$ cat config.mk
export PLATFORM = sky130hd
export DESIGN_NAME = cbq_ctrl
export DESIGN_NICKNAME = d
export VERILOG_FILES = /design/src/rtl/cbq_pkg.sv /design/src/rtl/cbq_ctrl.sv
export SDC_FILE = /design/constraint.sdc
export NUM_CORES = 1
export LEC_CHECK = 0
export BUFFER_PORTS_ARGS = -buffer_cell sky130_fd_sc_hd__buf_2
export CAP_MARGIN = 20
export CORE_UTILIZATION = 50
export CTS_CLUSTER_DIAMETER = 100
export DETAILED_ROUTE_END_ITERATION = 7
export PLACE_DENSITY = 0.88
export SYNTH_ARGS = -nofsm -noshare
export SYNTH_HDL_FRONTEND = slang
export SYNTH_SLANG_ARGS = --single-unit
export TNS_END_PERCENT = 30
$ cat constraint.sdc
create_clock -name clk -period 2.99 [get_ports clk]
set_clock_uncertainty 0.15 [all_clocks]
set_input_delay 0 -clock clk [delete_from_list [all_inputs] [get_ports clk]]
set_output_delay 0 -clock clk [all_outputs]
set_load 0.05 [all_outputs]
$ cat src/rtl/cbq_pkg.sv
// Shared types and constants for the cascaded biquad filter.
package cbq_pkg;

	localparam int SAMPLE_BITS = 24;
	localparam int COEFF_BITS  = 24;
	localparam int COEF_FRAC   = COEFF_BITS - 4;
	localparam int NUM_COEF    = 5;
	localparam int PROD_W      = SAMPLE_BITS + COEFF_BITS;
	localparam int ACC_W       = PROD_W + 3;
	localparam int CFG_ADDR_W  = 3;
	localparam int CFG_DATA_W  = 32;
	localparam int STAGES_W    = 5;

	localparam logic [2:0] SLOT_A0 = 3'd0;
	localparam logic [2:0] SLOT_A1 = 3'd1;
	localparam logic [2:0] SLOT_A2 = 3'd2;
	localparam logic [2:0] SLOT_B1 = 3'd3;
	localparam logic [2:0] SLOT_B2 = 3'd4;

	localparam logic MODE_FILTER = 1'b0;
	localparam logic MODE_COEF   = 1'b1;

	localparam logic REG_STAGES_IN_USE = 1'b0;

	typedef struct packed {
		logic                          mode;
		logic signed [SAMPLE_BITS-1:0] sample_in;
		logic [3:0]                    coeff_stage;
		logic [2:0]                    coeff_slot;
		logic signed [COEFF_BITS-1:0]  coeff_value;
	} cbq_in_t;

	typedef struct packed {
		logic signed [SAMPLE_BITS-1:0] sample_out;
		logic                          saturated;
	} cbq_out_t;

	typedef struct packed {
		logic signed [SAMPLE_BITS-1:0] x1;
		logic signed [SAMPLE_BITS-1:0] x2;
		logic signed [SAMPLE_BITS-1:0] y1;
		logic signed [SAMPLE_BITS-1:0] y2;
	} cbq_row_t;

	typedef struct packed {
		logic       start;
		logic       coef_wr;
		logic       mac;
		logic [2:0] slot;
		logic       coef_rd;
		logic       finish;
		logic       next_stage;
		logic       load_out;
	} cbq_cmd_t;

	typedef struct packed {
		logic out_full;
	} cbq_sts_t;

endpackage

$ cat src/rtl/cbq_ctrl.sv
// Sequencer that steps the shared multiply-accumulate unit through the stages.
module cbq_ctrl #(
	parameter int MAX_STAGES = 16
) (
	input  logic                                 clk,
	input  logic                                 arst_n,
	input  logic                                 in_valid,
	output logic                                 in_ready,
	input  logic                                 mode,
	input  logic [cbq_pkg::STAGES_W-1:0]         stages_cfg,
	input  logic                                 out_ready,
	input  cbq_pkg::cbq_sts_t                    sts,
	output cbq_pkg::cbq_cmd_t                    cmd,
	output logic [(MAX_STAGES > 1 ? $clog2(MAX_STAGES) : 1)-1:0] stage
);
	import cbq_pkg::*;

	localparam int SW = (MAX_STAGES > 1) ? $clog2(MAX_STAGES) : 1;

	typedef enum logic [3:0] {
		ST_IDLE   = 4'b0001,
		ST_MAC    = 4'b0010,
		ST_FINISH = 4'b0100,
		ST_EMIT   = 4'b1000
	} state_t;

	state_t        state_q, state_d;
	logic [SW-1:0] stage_q, stage_d, stage_last;
	logic [2:0]    k_q, k_d;

	always_comb begin
		if (stages_cfg == '0) begin
			stage_last = '0;
		end else if (int'(stages_cfg) > MAX_STAGES) begin
			stage_last = SW'(MAX_STAGES - 1);
		end else begin
			stage_last = SW'(32'(stages_cfg) - 32'd1);
		end
	end

	always_comb begin
		state_d  = state_q;
		stage_d  = stage_q;
		k_d      = k_q;
		cmd      = '0;
		cmd.slot = k_q;
		in_ready = 1'b0;
		unique case (state_q)
			ST_IDLE: begin
				in_ready = 1'b1;
				if (in_valid) begin
					if (mode == MODE_COEF) begin
						cmd.coef_wr = 1'b1;
					end else begin
						cmd.start = 1'b1;
						stage_d   = '0;
						k_d       = SLOT_A0;
						state_d   = ST_MAC;
					end
				end
			end
			ST_MAC: begin
				cmd.mac = 1'b1;
				if (k_q != SLOT_B2) begin
					cmd.coef_rd = 1'b1;
					k_d         = k_q + 3'd1;
				end else begin
					state_d = ST_FINISH;
				end
			end
			ST_FINISH: begin
				cmd.finish = 1'b1;
				if (stage_q == stage_last) begin
					state_d = ST_EMIT;
				end else begin
					cmd.next_stage = 1'b1;
					stage_d        = stage_q + SW'(1);
					k_d            = SLOT_A0;
					state_d        = ST_MAC;
				end
			end
			ST_EMIT: begin
				if (!sts.out_full || out_ready) begin
					cmd.load_out = 1'b1;
					state_d      = ST_IDLE;
				end
			end
			default: begin
				state_d = ST_IDLE;
			end
		endcase
	end

	always_ff @(posedge clk or negedge arst_n) begin
		if (!arst_n) begin
			state_q <= ST_IDLE;
			stage_q <= '0;
			k_q     <= '0;
		end else begin
			state_q <= state_d;
			stage_q <= stage_d;
			k_q     <= k_d;
		end
	end

	assign stage = stage_q;

endmodule

==> flow_summary.rst, run 1 <==
.. list-table::
   :header-rows: 1

   * - Metric
     - Value
   * - Peak ir drop on the vdd network
     - 0.000420 V
   * - Adder-cell share of the synthesized area
     - 6.81%
   * - Number of DRC markers after the initial detailed-route iteration
     - 18
   * - Final routed wirelength across all metal layers
     - 1980 um
   * - Mux share of post-synthesis cell area
     - 4.50%
   * - Endpoint of the worst register-to-register path
     - k_q[0]
   * - Crit path launch
     - state_q[2]
   * - Prevailing post-synth register cell
     - dfrtp_1
   * - Residual DRC count
     - 0
   * - Flip-flop and latch count after synthesis
     - 11
   * - Slowest CP cell
     - or4b_1
   * - Met1 Resource Use GR
     - between 30% and 40%
   * - Count of antenna diodes in the layout
     - 0
   * - Violated checks
     - negative hold slack
   * - Max-cap violations
     - 0
   * - Fraction of layout cells with a size suffix above 1
     - 30.1%
   * - FILL cells
     - approximately 140
   * - Top library cells by usage in the layout, fill and taps aside
     - 25 x buf_2, 13 x inv_1, 10 x dfrtp_1
   * - IO Count
     - 26
   * - Maximum fanout encountered on the critical timing path
     - 8
   * - Resize count post-CTS
     - 0
   * - Row cnt
     - 15
   * - Portion of the post-synthesis area used by sequential elements
     - 30.1%
   * - Detailed-route wire length per cell
     - 12.5 um
   * - Vias in the first global route
     - 786
   * - Number of antenna violations at the first check in global routing
     - 0
   * - Largest buffer count on any clock path
     - 2
   * - Fraction of synthesis flops using an asynchronous set or reset pin
     - 100%
   * - Clk Latency, worst-skew pair
     - 0.28 ns
   * - Wire length of the first global-routing pass
     - ~3300 um
   * - TritonCTS clock tree
     - done
   * - CORE AREA
     - 0.00173 mm2
   * - Maximum frequency from static timing analysis
     - 463 MHz
   * - Setup TNS
     - 0 ns
   * - Number of unique standard cell types used by synthesis
     - 43
   * - TritonCTS Buffers
     - 3
   * - Leading cell type in the layout, fill and taps excluded
     - buf_2
   * - Worst flop-to-flop path startpoint
     - state_q[2]
   * - DR vias
     - 894
   * - Worst Hold Margin
     - -0.00342 ns
   * - Clock period minus worst slack
     - 2.16 ns
   * - Reg clk slew, reported paths
     - about 0.080 ns
   * - Post-synthesis cell count
     - between 100 and 150
   * - Minimum setup slack among reg-to-reg paths
     - approximately 0.83 ns
   * - Largest net degree at the start of global routing
     - 11
   * - Die Ht
     - 44.9 um
   * - Number of enable-type register cells in the synthesized netlist
     - 0
   * - Cell Chain, Critical Path
     - or4b_1 -> nor4_2 -> a21oi_1 -> o21ai_1
   * - Final antenna-violating net count
     - 0
   * - Outcome
     - finished with violations
   * - YS warnings
     - 0
   * - Sinks on the clock net
     - 11
   * - Gpl congestion
     - between 0.8 and 0.9
   * - Busiest layer in global routing
     - met2
   * - GR Overflow Total
     - 0
   * - Via-to-Cell Ratio
     - between 5 and 6
   * - Endpoint of the most critical setup path
     - k_q[0]
   * - H-tree levels
     - 1
   * - R2R depth
     - 4
   * - RSZ-0062 raised after global routing
     - false
   * - Xor and xnor area share after synthesis
     - less than 1%
   * - Total nets after synthesis
     - 119
   * - Leakage power of the design
     - 0.572 nW
   * - Type of element capturing the critical path
     - register
   * - Share of the synthesized area in compound gates (AO/OA/AOI/OAI)
     - a little over a fifth
   * - Fin. max-slew vios
     - 0
   * - Met3 GRT Util
     - under 10%
   * - Sequential cell area in the final layout
     - 277 um2
   * - Effective utilization at floorplan
     - 53.2%
   * - Detailed-routing iteration count for the pre-antenna-repair pass
     - 4
   * - Pwr/cell area
     - slightly above 400 mW/mm2
   * - Final Hold Violating Endpoints
     - 1
   * - Die outline area
     - 0.00201 mm2
   * - Port Buf Inserts
     - 25
   * - Critical Path Source Type
     - register
   * - Crit path largest cell delay
     - 0.65 ns
   * - # nets final
     - 150
   * - Data arrival time of the worst path
     - 2.22 ns
   * - Worst relative slew slack
     - between 60% and 70%
   * - Worst Tran Pin Value
     - 0.481 ns
   * - Area used by multi-input combinational logic
     - about 590 um2
   * - Critical path class
     - register to register
   * - Post-synthesis to final-layout area growth
     - 23.3%
   * - Cell at the root of the clock tree
     - clkbuf_4
   * - Post-Syn Area per Cell
     - 8.92 um2
   * - Hold Path Class
     - input port to register
   * - Period Utilization, post-route
     - roughly 72%
   * - Cell area after synthesis
     - slightly above 900 um2
   * - Met2 usage
     - 35.0%
   * - Overall fraction of global-route tracks in use
     - 22.6%
   * - DIE WIDTH
     - 44.9 um
   * - Simple-gate share of the synthesized area
     - 30.4%
   * - Post-DP HPWL
     - between 1500 and 2000 um
   * - Worst EP required
     - 3.05 ns
   * - Final setup vio count
     - 0
   * - Main combinational cell family by area after synthesis
     - simple AND/OR/NAND/NOR gates
## through the flow
stage	setup slack, ns	instances	utilization (%)	power, mW	area, um2
final	0.831	158	65.6	0.466	1130
after global routing	0.677	158	65.6	0.488	1130
after CTS	0.848	158	65.6	0.464	1130
after detailed placement	0.883	151	62.2	0.356	1070
after global placement	0.932	151	62.2	0.349	1070
after floorplan	0.130	103	-	0.310	927
## metal layers
| metal | share of wire (%) | routed length [um] | up-vias |
|---|---|---|---|
| met5 | 0 | 0 | - |
| met4 | 1.5 | 29 | 0 |
| met3 | 4.8 | 95 | 3 |
| met2 | 47 | 931 | 29 |
| met1 | 47 | 925 | 423 |
| li1 | - | - | 439 |
## flip-flops by register name, summed over array words and instances (netlist names)
signal   flops
state_q      4
stage        4
k_q          3
## synthesized netlist by cell type, drive strengths merged, types with 2 or more instances
cell	n	share of area [%]
a21boi	2	1.6
a21o	2	1.6
a21oi	8	4.8
and3	3	2.0
and4	2	1.9
dfrtp	10	27
ha	5	6.8
inv	13	5.3
mux2i	3	3.3
nand2	6	2.5
nor2	4	1.6
nor2b	2	1.4
nor3	5	3.3
nor3b	2	1.6
nor4	3	3.4
nor4b	3	4.9
o211ai	4	3.3
o21ai	4	2.2
or2	2	1.4
or3	2	1.4
or4b	2	2.2
## worst min-delay path by stage
| stage | cells after the start | startpoint | endpoint | slack (ns) |
|---|---|---|---|---|
| 2_1_floorplan | 0 | arst_n | k_q[0] | -0.45 |
| 3_3_place_gp | 1 | arst_n | k_q[0] | -0.28 |
| 3_5_place_dp | 1 | arst_n | k_q[0] | -0.27 |
| 4_1_cts | 3 | sts | state_q[3] | 0.002 |
| 5_1_grt | 3 | sts | state_q[0] | 0.02 |
| 6_report | 3 | sts | state_q[0] | -0.003 |
## worst max-delay path, delay by kind of cell (launching register included)
family,cells,cell delay [ns]
AOI/OAI and AO/OA,2,0.34
DFF,1,0.47
and+or+nand+nor,2,1.12
## cell type report
| cell class | instances | share of cell area [%] |
|---|---|---|
| repair buffers | 28 | 13.7 |
| flip-flops and latches | 11 | 24.4 |
| well taps | 25 | 2.76 |
| inverters | 13 | 4.31 |
| clock buffers | 3 | 1.99 |
| clock inverters | 1 | 0.442 |
| multi-input cells | 77 | 52.4 |
## repair_timing
| item | in CTS | in global routing |
|---|---|---|
| hold buffers | 3 | 0 |
| buffers inserted | 0 | 0 |
| endpoints found under the hold margin | 13 | 0 |
## where the power goes
group / switching (mW) / leakage [nW] / internal [mW]
Sequential: 0.0178 / 0.148 / 0.165
Clock: 0.0598 / 0.0177 / 0.0498
Combinational: 0.121 / 0.406 / 0.0524
## cells by family (layout without fill, tap and decap cells)
kind of cell    count (synthesis)  count (layout)
simple gates                   40              40
compound gates                 27              27
buf+inv                        15              45
flops                          11              11
fa+ha+maj                       5               5
mux                             4               4
xor+xnor                        1               1
No activity file was read; power rests on OpenSTA's default activity.
==> inputs of run 2 (changes only) <==
Settings changed: ABC_AREA from default to 1, PLACE_DENSITY 0.88 to 0.89.
Clock period 2.99 ns to 2.2 ns, I/O delays scaled along.
==> flow_summary.rst, run 2 <==
.. list-table::
   :header-rows: 1

   * - Metric
     - Value
   * - Prevailing post-synth register cell
     - dfrtp_1
   * - Clk Latency, worst-skew pair
     - 0.28 ns (about the same)
   * - Worst relative slew slack
     - 66.7% (-1.0 points)
   * - Fin. max-slew vios
     - 0 (unchanged)
   * - Post-Syn Area per Cell
     - 7.21 um2 (-19%)
   * - Die outline area
     - 0.00195 mm2 (-3.3%)
   * - Worst EP required
     - 2.05 ns (-1.00 ns)
   * - Data arrival time of the worst path
     - 1.81 ns (-0.41 ns)
   * - IO Count
     - 26 (unchanged)
   * - Period Utilization, post-route
     - about nine tenths
   * - Maximum frequency from static timing analysis
     - 510 MHz
   * - Max-cap violations
     - 0 (unchanged)
   * - Cell Chain, Critical Path
     - nor2_1 -> inv_1 -> nor3_4 -> inv_1 -> a21oi_1 -> buf_2
   * - Hold Path Class
     - input port to register
   * - RSZ-0062 raised after global routing
     - false
   * - Count of buffer and inverter cells on the critical path
     - 3 (+3)
   * - CORE AREA
     - 0.00158 mm2 (-8.7%)
   * - FILL cells
     - 124 (-11%)
   * - GR Overflow Total
     - 0 (unchanged)
   * - Number of antenna violations at the first check in global routing
     - 0 (unchanged)
   * - CP top delay family
     - buffers and inverters
   * - Portion of the post-synthesis area used by sequential elements
     - 31.2% (+1.1 points)
   * - Residual DRC count
     - 3 (+3)
   * - Cell at the root of the clock tree
     - clkbuf_4
   * - Setup TNS
     - 0 ns (unchanged)
   * - Total power
     - 0.987 mW (+110%)
   * - Share of the core filled with cells in the final layout
     - 71.3% (+5.7 points)
   * - DIE WIDTH
     - 44.1 um (-1.6%)
   * - Final Hold Violating Endpoints
     - 0 (-1)
   * - Sinks on the clock net
     - 11 (unchanged)
   * - Number of unique standard cell types used by synthesis
     - 24 (-44%)
   * - Final routed wirelength across all metal layers
     - 2040 um (+2.9%)
   * - YS warnings
     - 0 (unchanged)
   * - Detailed-routing iteration count for the pre-antenna-repair pass
     - 6 (+2)
   * - Wire length of the first global-routing pass
     - 3480 um (+4.4%)
   * - Die Ht
     - 44.1 um (-1.6%)
   * - Largest net degree at the start of global routing
     - 11 (unchanged)
   * - TritonCTS clock tree
     - done
   * - H-tree levels
     - 1 (unchanged)
   * - Flip-flop and latch count after synthesis
     - 11 (unchanged)
   * - Detailed-route wire length per cell
     - 11.7 um (-6.5%)
   * - Maximum fanout encountered on the critical timing path
     - 5 (-3)
   * - Clock period minus worst slack
     - 1.96 ns
   * - Worst Tran Pin Value
     - 0.498 ns (+0.0172 ns)
   * - Effective utilization at floorplan
     - 56.3% (+3.1 points)
   * - Total nets after synthesis
     - 139 (+17%)
   * - Area leader, netlist
     - dfrtp_1
   * - Row cnt
     - 14 (-1)
   * - Violated checks
     - design-rule violations
   * - Leading cell type in the layout, fill and taps excluded
     - nand2_1
   * - Synth top area share
     - 28.2% (+0.96 points)
   * - Post-synthesis to final-layout area growth
     - 26.7%
   * - Slowest CP cell
     - dfstp_2
   * - Crit path largest cell delay
     - 0.39 ns (-0.26 ns)
   * - Reg clk slew, reported paths
     - 0.08 ns (about the same)
   * - Cell seen most often among critical-path stages
     - inv_1
   * - Final Non-Filler Cells
     - 174 (+10%)
   * - Top-count cell post-synth
     - nand2_1
   * - DR vias
     - 878 (-1.8%)
   * - Post-DP HPWL
     - 1570 um (+3.1%)
   * - Via-to-Cell Ratio
     - 5.05 (-11%)
   * - Number of enable-type register cells in the synthesized netlist
     - 0 (unchanged)
   * - Fraction of synthesis flops using an asynchronous set or reset pin
     - 100% (unchanged)
   * - Final setup vio count
     - 0 (unchanged)
   * - Leading cell types by total area after synthesis
     - dfrtp_1 28%, nand2_1 14%, inv_1 8.5%, ha_1 7.1%, nand3_1 6.8%
   * - Critical path class
     - register to output port
   * - Leakage power of the design
     - 0.629 nW (+10%)
   * - Cell area after synthesis
     - 887 um2 (-3.4%)
   * - Outcome
     - finished with violations
   * - Pwr/cell area
     - 878 mW/mm2 (+110%)
   * - Overall fraction of global-route tracks in use
     - 25.1% (+2.6 points)
   * - Final antenna-violating net count
     - 0 (unchanged)
   * - Ranking of synthesized cells by instance count
     - 33 x nand2_1, 20 x inv_1, 13 x nor2_1
   * - Cell Count Post-Placement
     - 164 (+8.6%)
   * - Fraction of layout cells with a size suffix above 1
     - 28.5% (-1.6 points)
   * - TritonCTS Buffers
     - 3 (unchanged)
   * - Vias in the first global route
     - 870 (+11%)
   * - Number of DRC markers after the initial detailed-route iteration
     - 29 (+11)
   * - Count of antenna diodes in the layout
     - 0 (unchanged)
   * - # nets final
     - 175 (+17%)
   * - Port Buf Inserts
     - 25 (unchanged)
   * - Gpl congestion
     - 0.804 (-4.7%)
   * - Peak ir drop on the vdd network
     - 0.000641 V (+52%)
   * - Largest buffer count on any clock path
     - 2 (unchanged)
   * - Post-synthesis cell count
     - 123 (+19%)
   * - Critical Path Source Type
     - register
   * - Top library cells by usage in the layout, fill and taps aside
     - 33 x nand2_1, 25 x buf_2, 20 x inv_1
   * - Type of element capturing the critical path
     - output port
-- run 2: cell count changes in the layout (fill, tap and decap cells not counted), moves of 5 or more --
cell / previous run / this run
nand2_1: 6 / 33
nand3_1: 1 / 12
nor2_1: 4 / 13
inv_1: 13 / 20
a21oi_1: 7 / 2
-- run 2: final timing paths --
| check | startpoint | to | slack (ns) | cells after the start |
|---|---|---|---|---|
| max reg2reg | state_q[0] | state_q[0] | 0.36 | 6 |
| min reg2reg | k_q[1] | k_q[1] | 0.39 | 2 |
| max in group asynchronous | arst_n | k_q[1] | 0.91 | 3 |
| min in group asynchronous | arst_n | state_q[0] | 0.07 | 2 |
| max | state_q[0] | cmd[1] | 0.24 | 6 |
| min | in_valid | state_q[0] | 0.03 | 5 |
-- run 2: routing by layer --
metal | part of all wire, % | routed length, um | track usage (%)
met1 | 42 | 858 | 27.1
met2 | 50 | 1030 | 44.4
met3 | 4.7 | 95 | 6.12
met4 | 2.9 | 59 | 14.5
met5 | 0 | 0 | 0
-- run 2: what timing repair did --
| action | 4_1_cts | 5_1_grt |
|---|---|---|
| endpoints found under the hold margin | 13 | 0 |
| setup endpoints to repair | 0 | 0 |
| hold buffers | 6 | 0 |
| resized for setup | 0 | 0 |
| setup buffers | 0 | 0 |
-- run 2: stage by stage --
stage               hold WS, ns  setup slack [ns]  area, um2
floorplan                -0.446            -0.294        892
finish                   0.0272             0.238       1120
global route             0.0759             0.118       1120
global placement         -0.270             0.546       1040
CTS                     0.00944             0.232       1120
detailed placement       -0.267             0.486       1040
-- run 2: cell families after synthesis --
family                     Yosys count  share of synthesized area (%)
AOI/OAI and AO/OA                    5                           3.53
xor gates and xnor gates             4                           3.95
adders and majority gates            5                           7.05
buffers and inverters               23                           9.73
DFF                                 11                           31.2
and+or+nand+nor                     75                           44.6
-- run 2: layout make-up --
cell class	count	area, um2	share of cell area (%)
multi-input combinational	89	529	47.1
sequential	11	277	24.6
timing repair buffer	31	185	16.5
inverter	23	86.3	7.68
clock buffer	4	26.3	2.34
tap	16	20.0	1.78
-- run 2: tightest hold or removal path, stage by stage --
cell,delay [ns]
buf_2,0.11
inv_1,0.04
o21ai_0,0.13
nand4_1,0.12
o21ai_0,0.07
-- run 2: report_power, final --
part           internal [mW]  total, mW  switching [mW]  leakage [nW]
clock                 0.0705      0.150          0.0792        0.0150
combinational          0.148      0.567           0.419         0.467
sequential             0.242      0.270          0.0286         0.148
total                  0.460      0.987           0.527         0.629
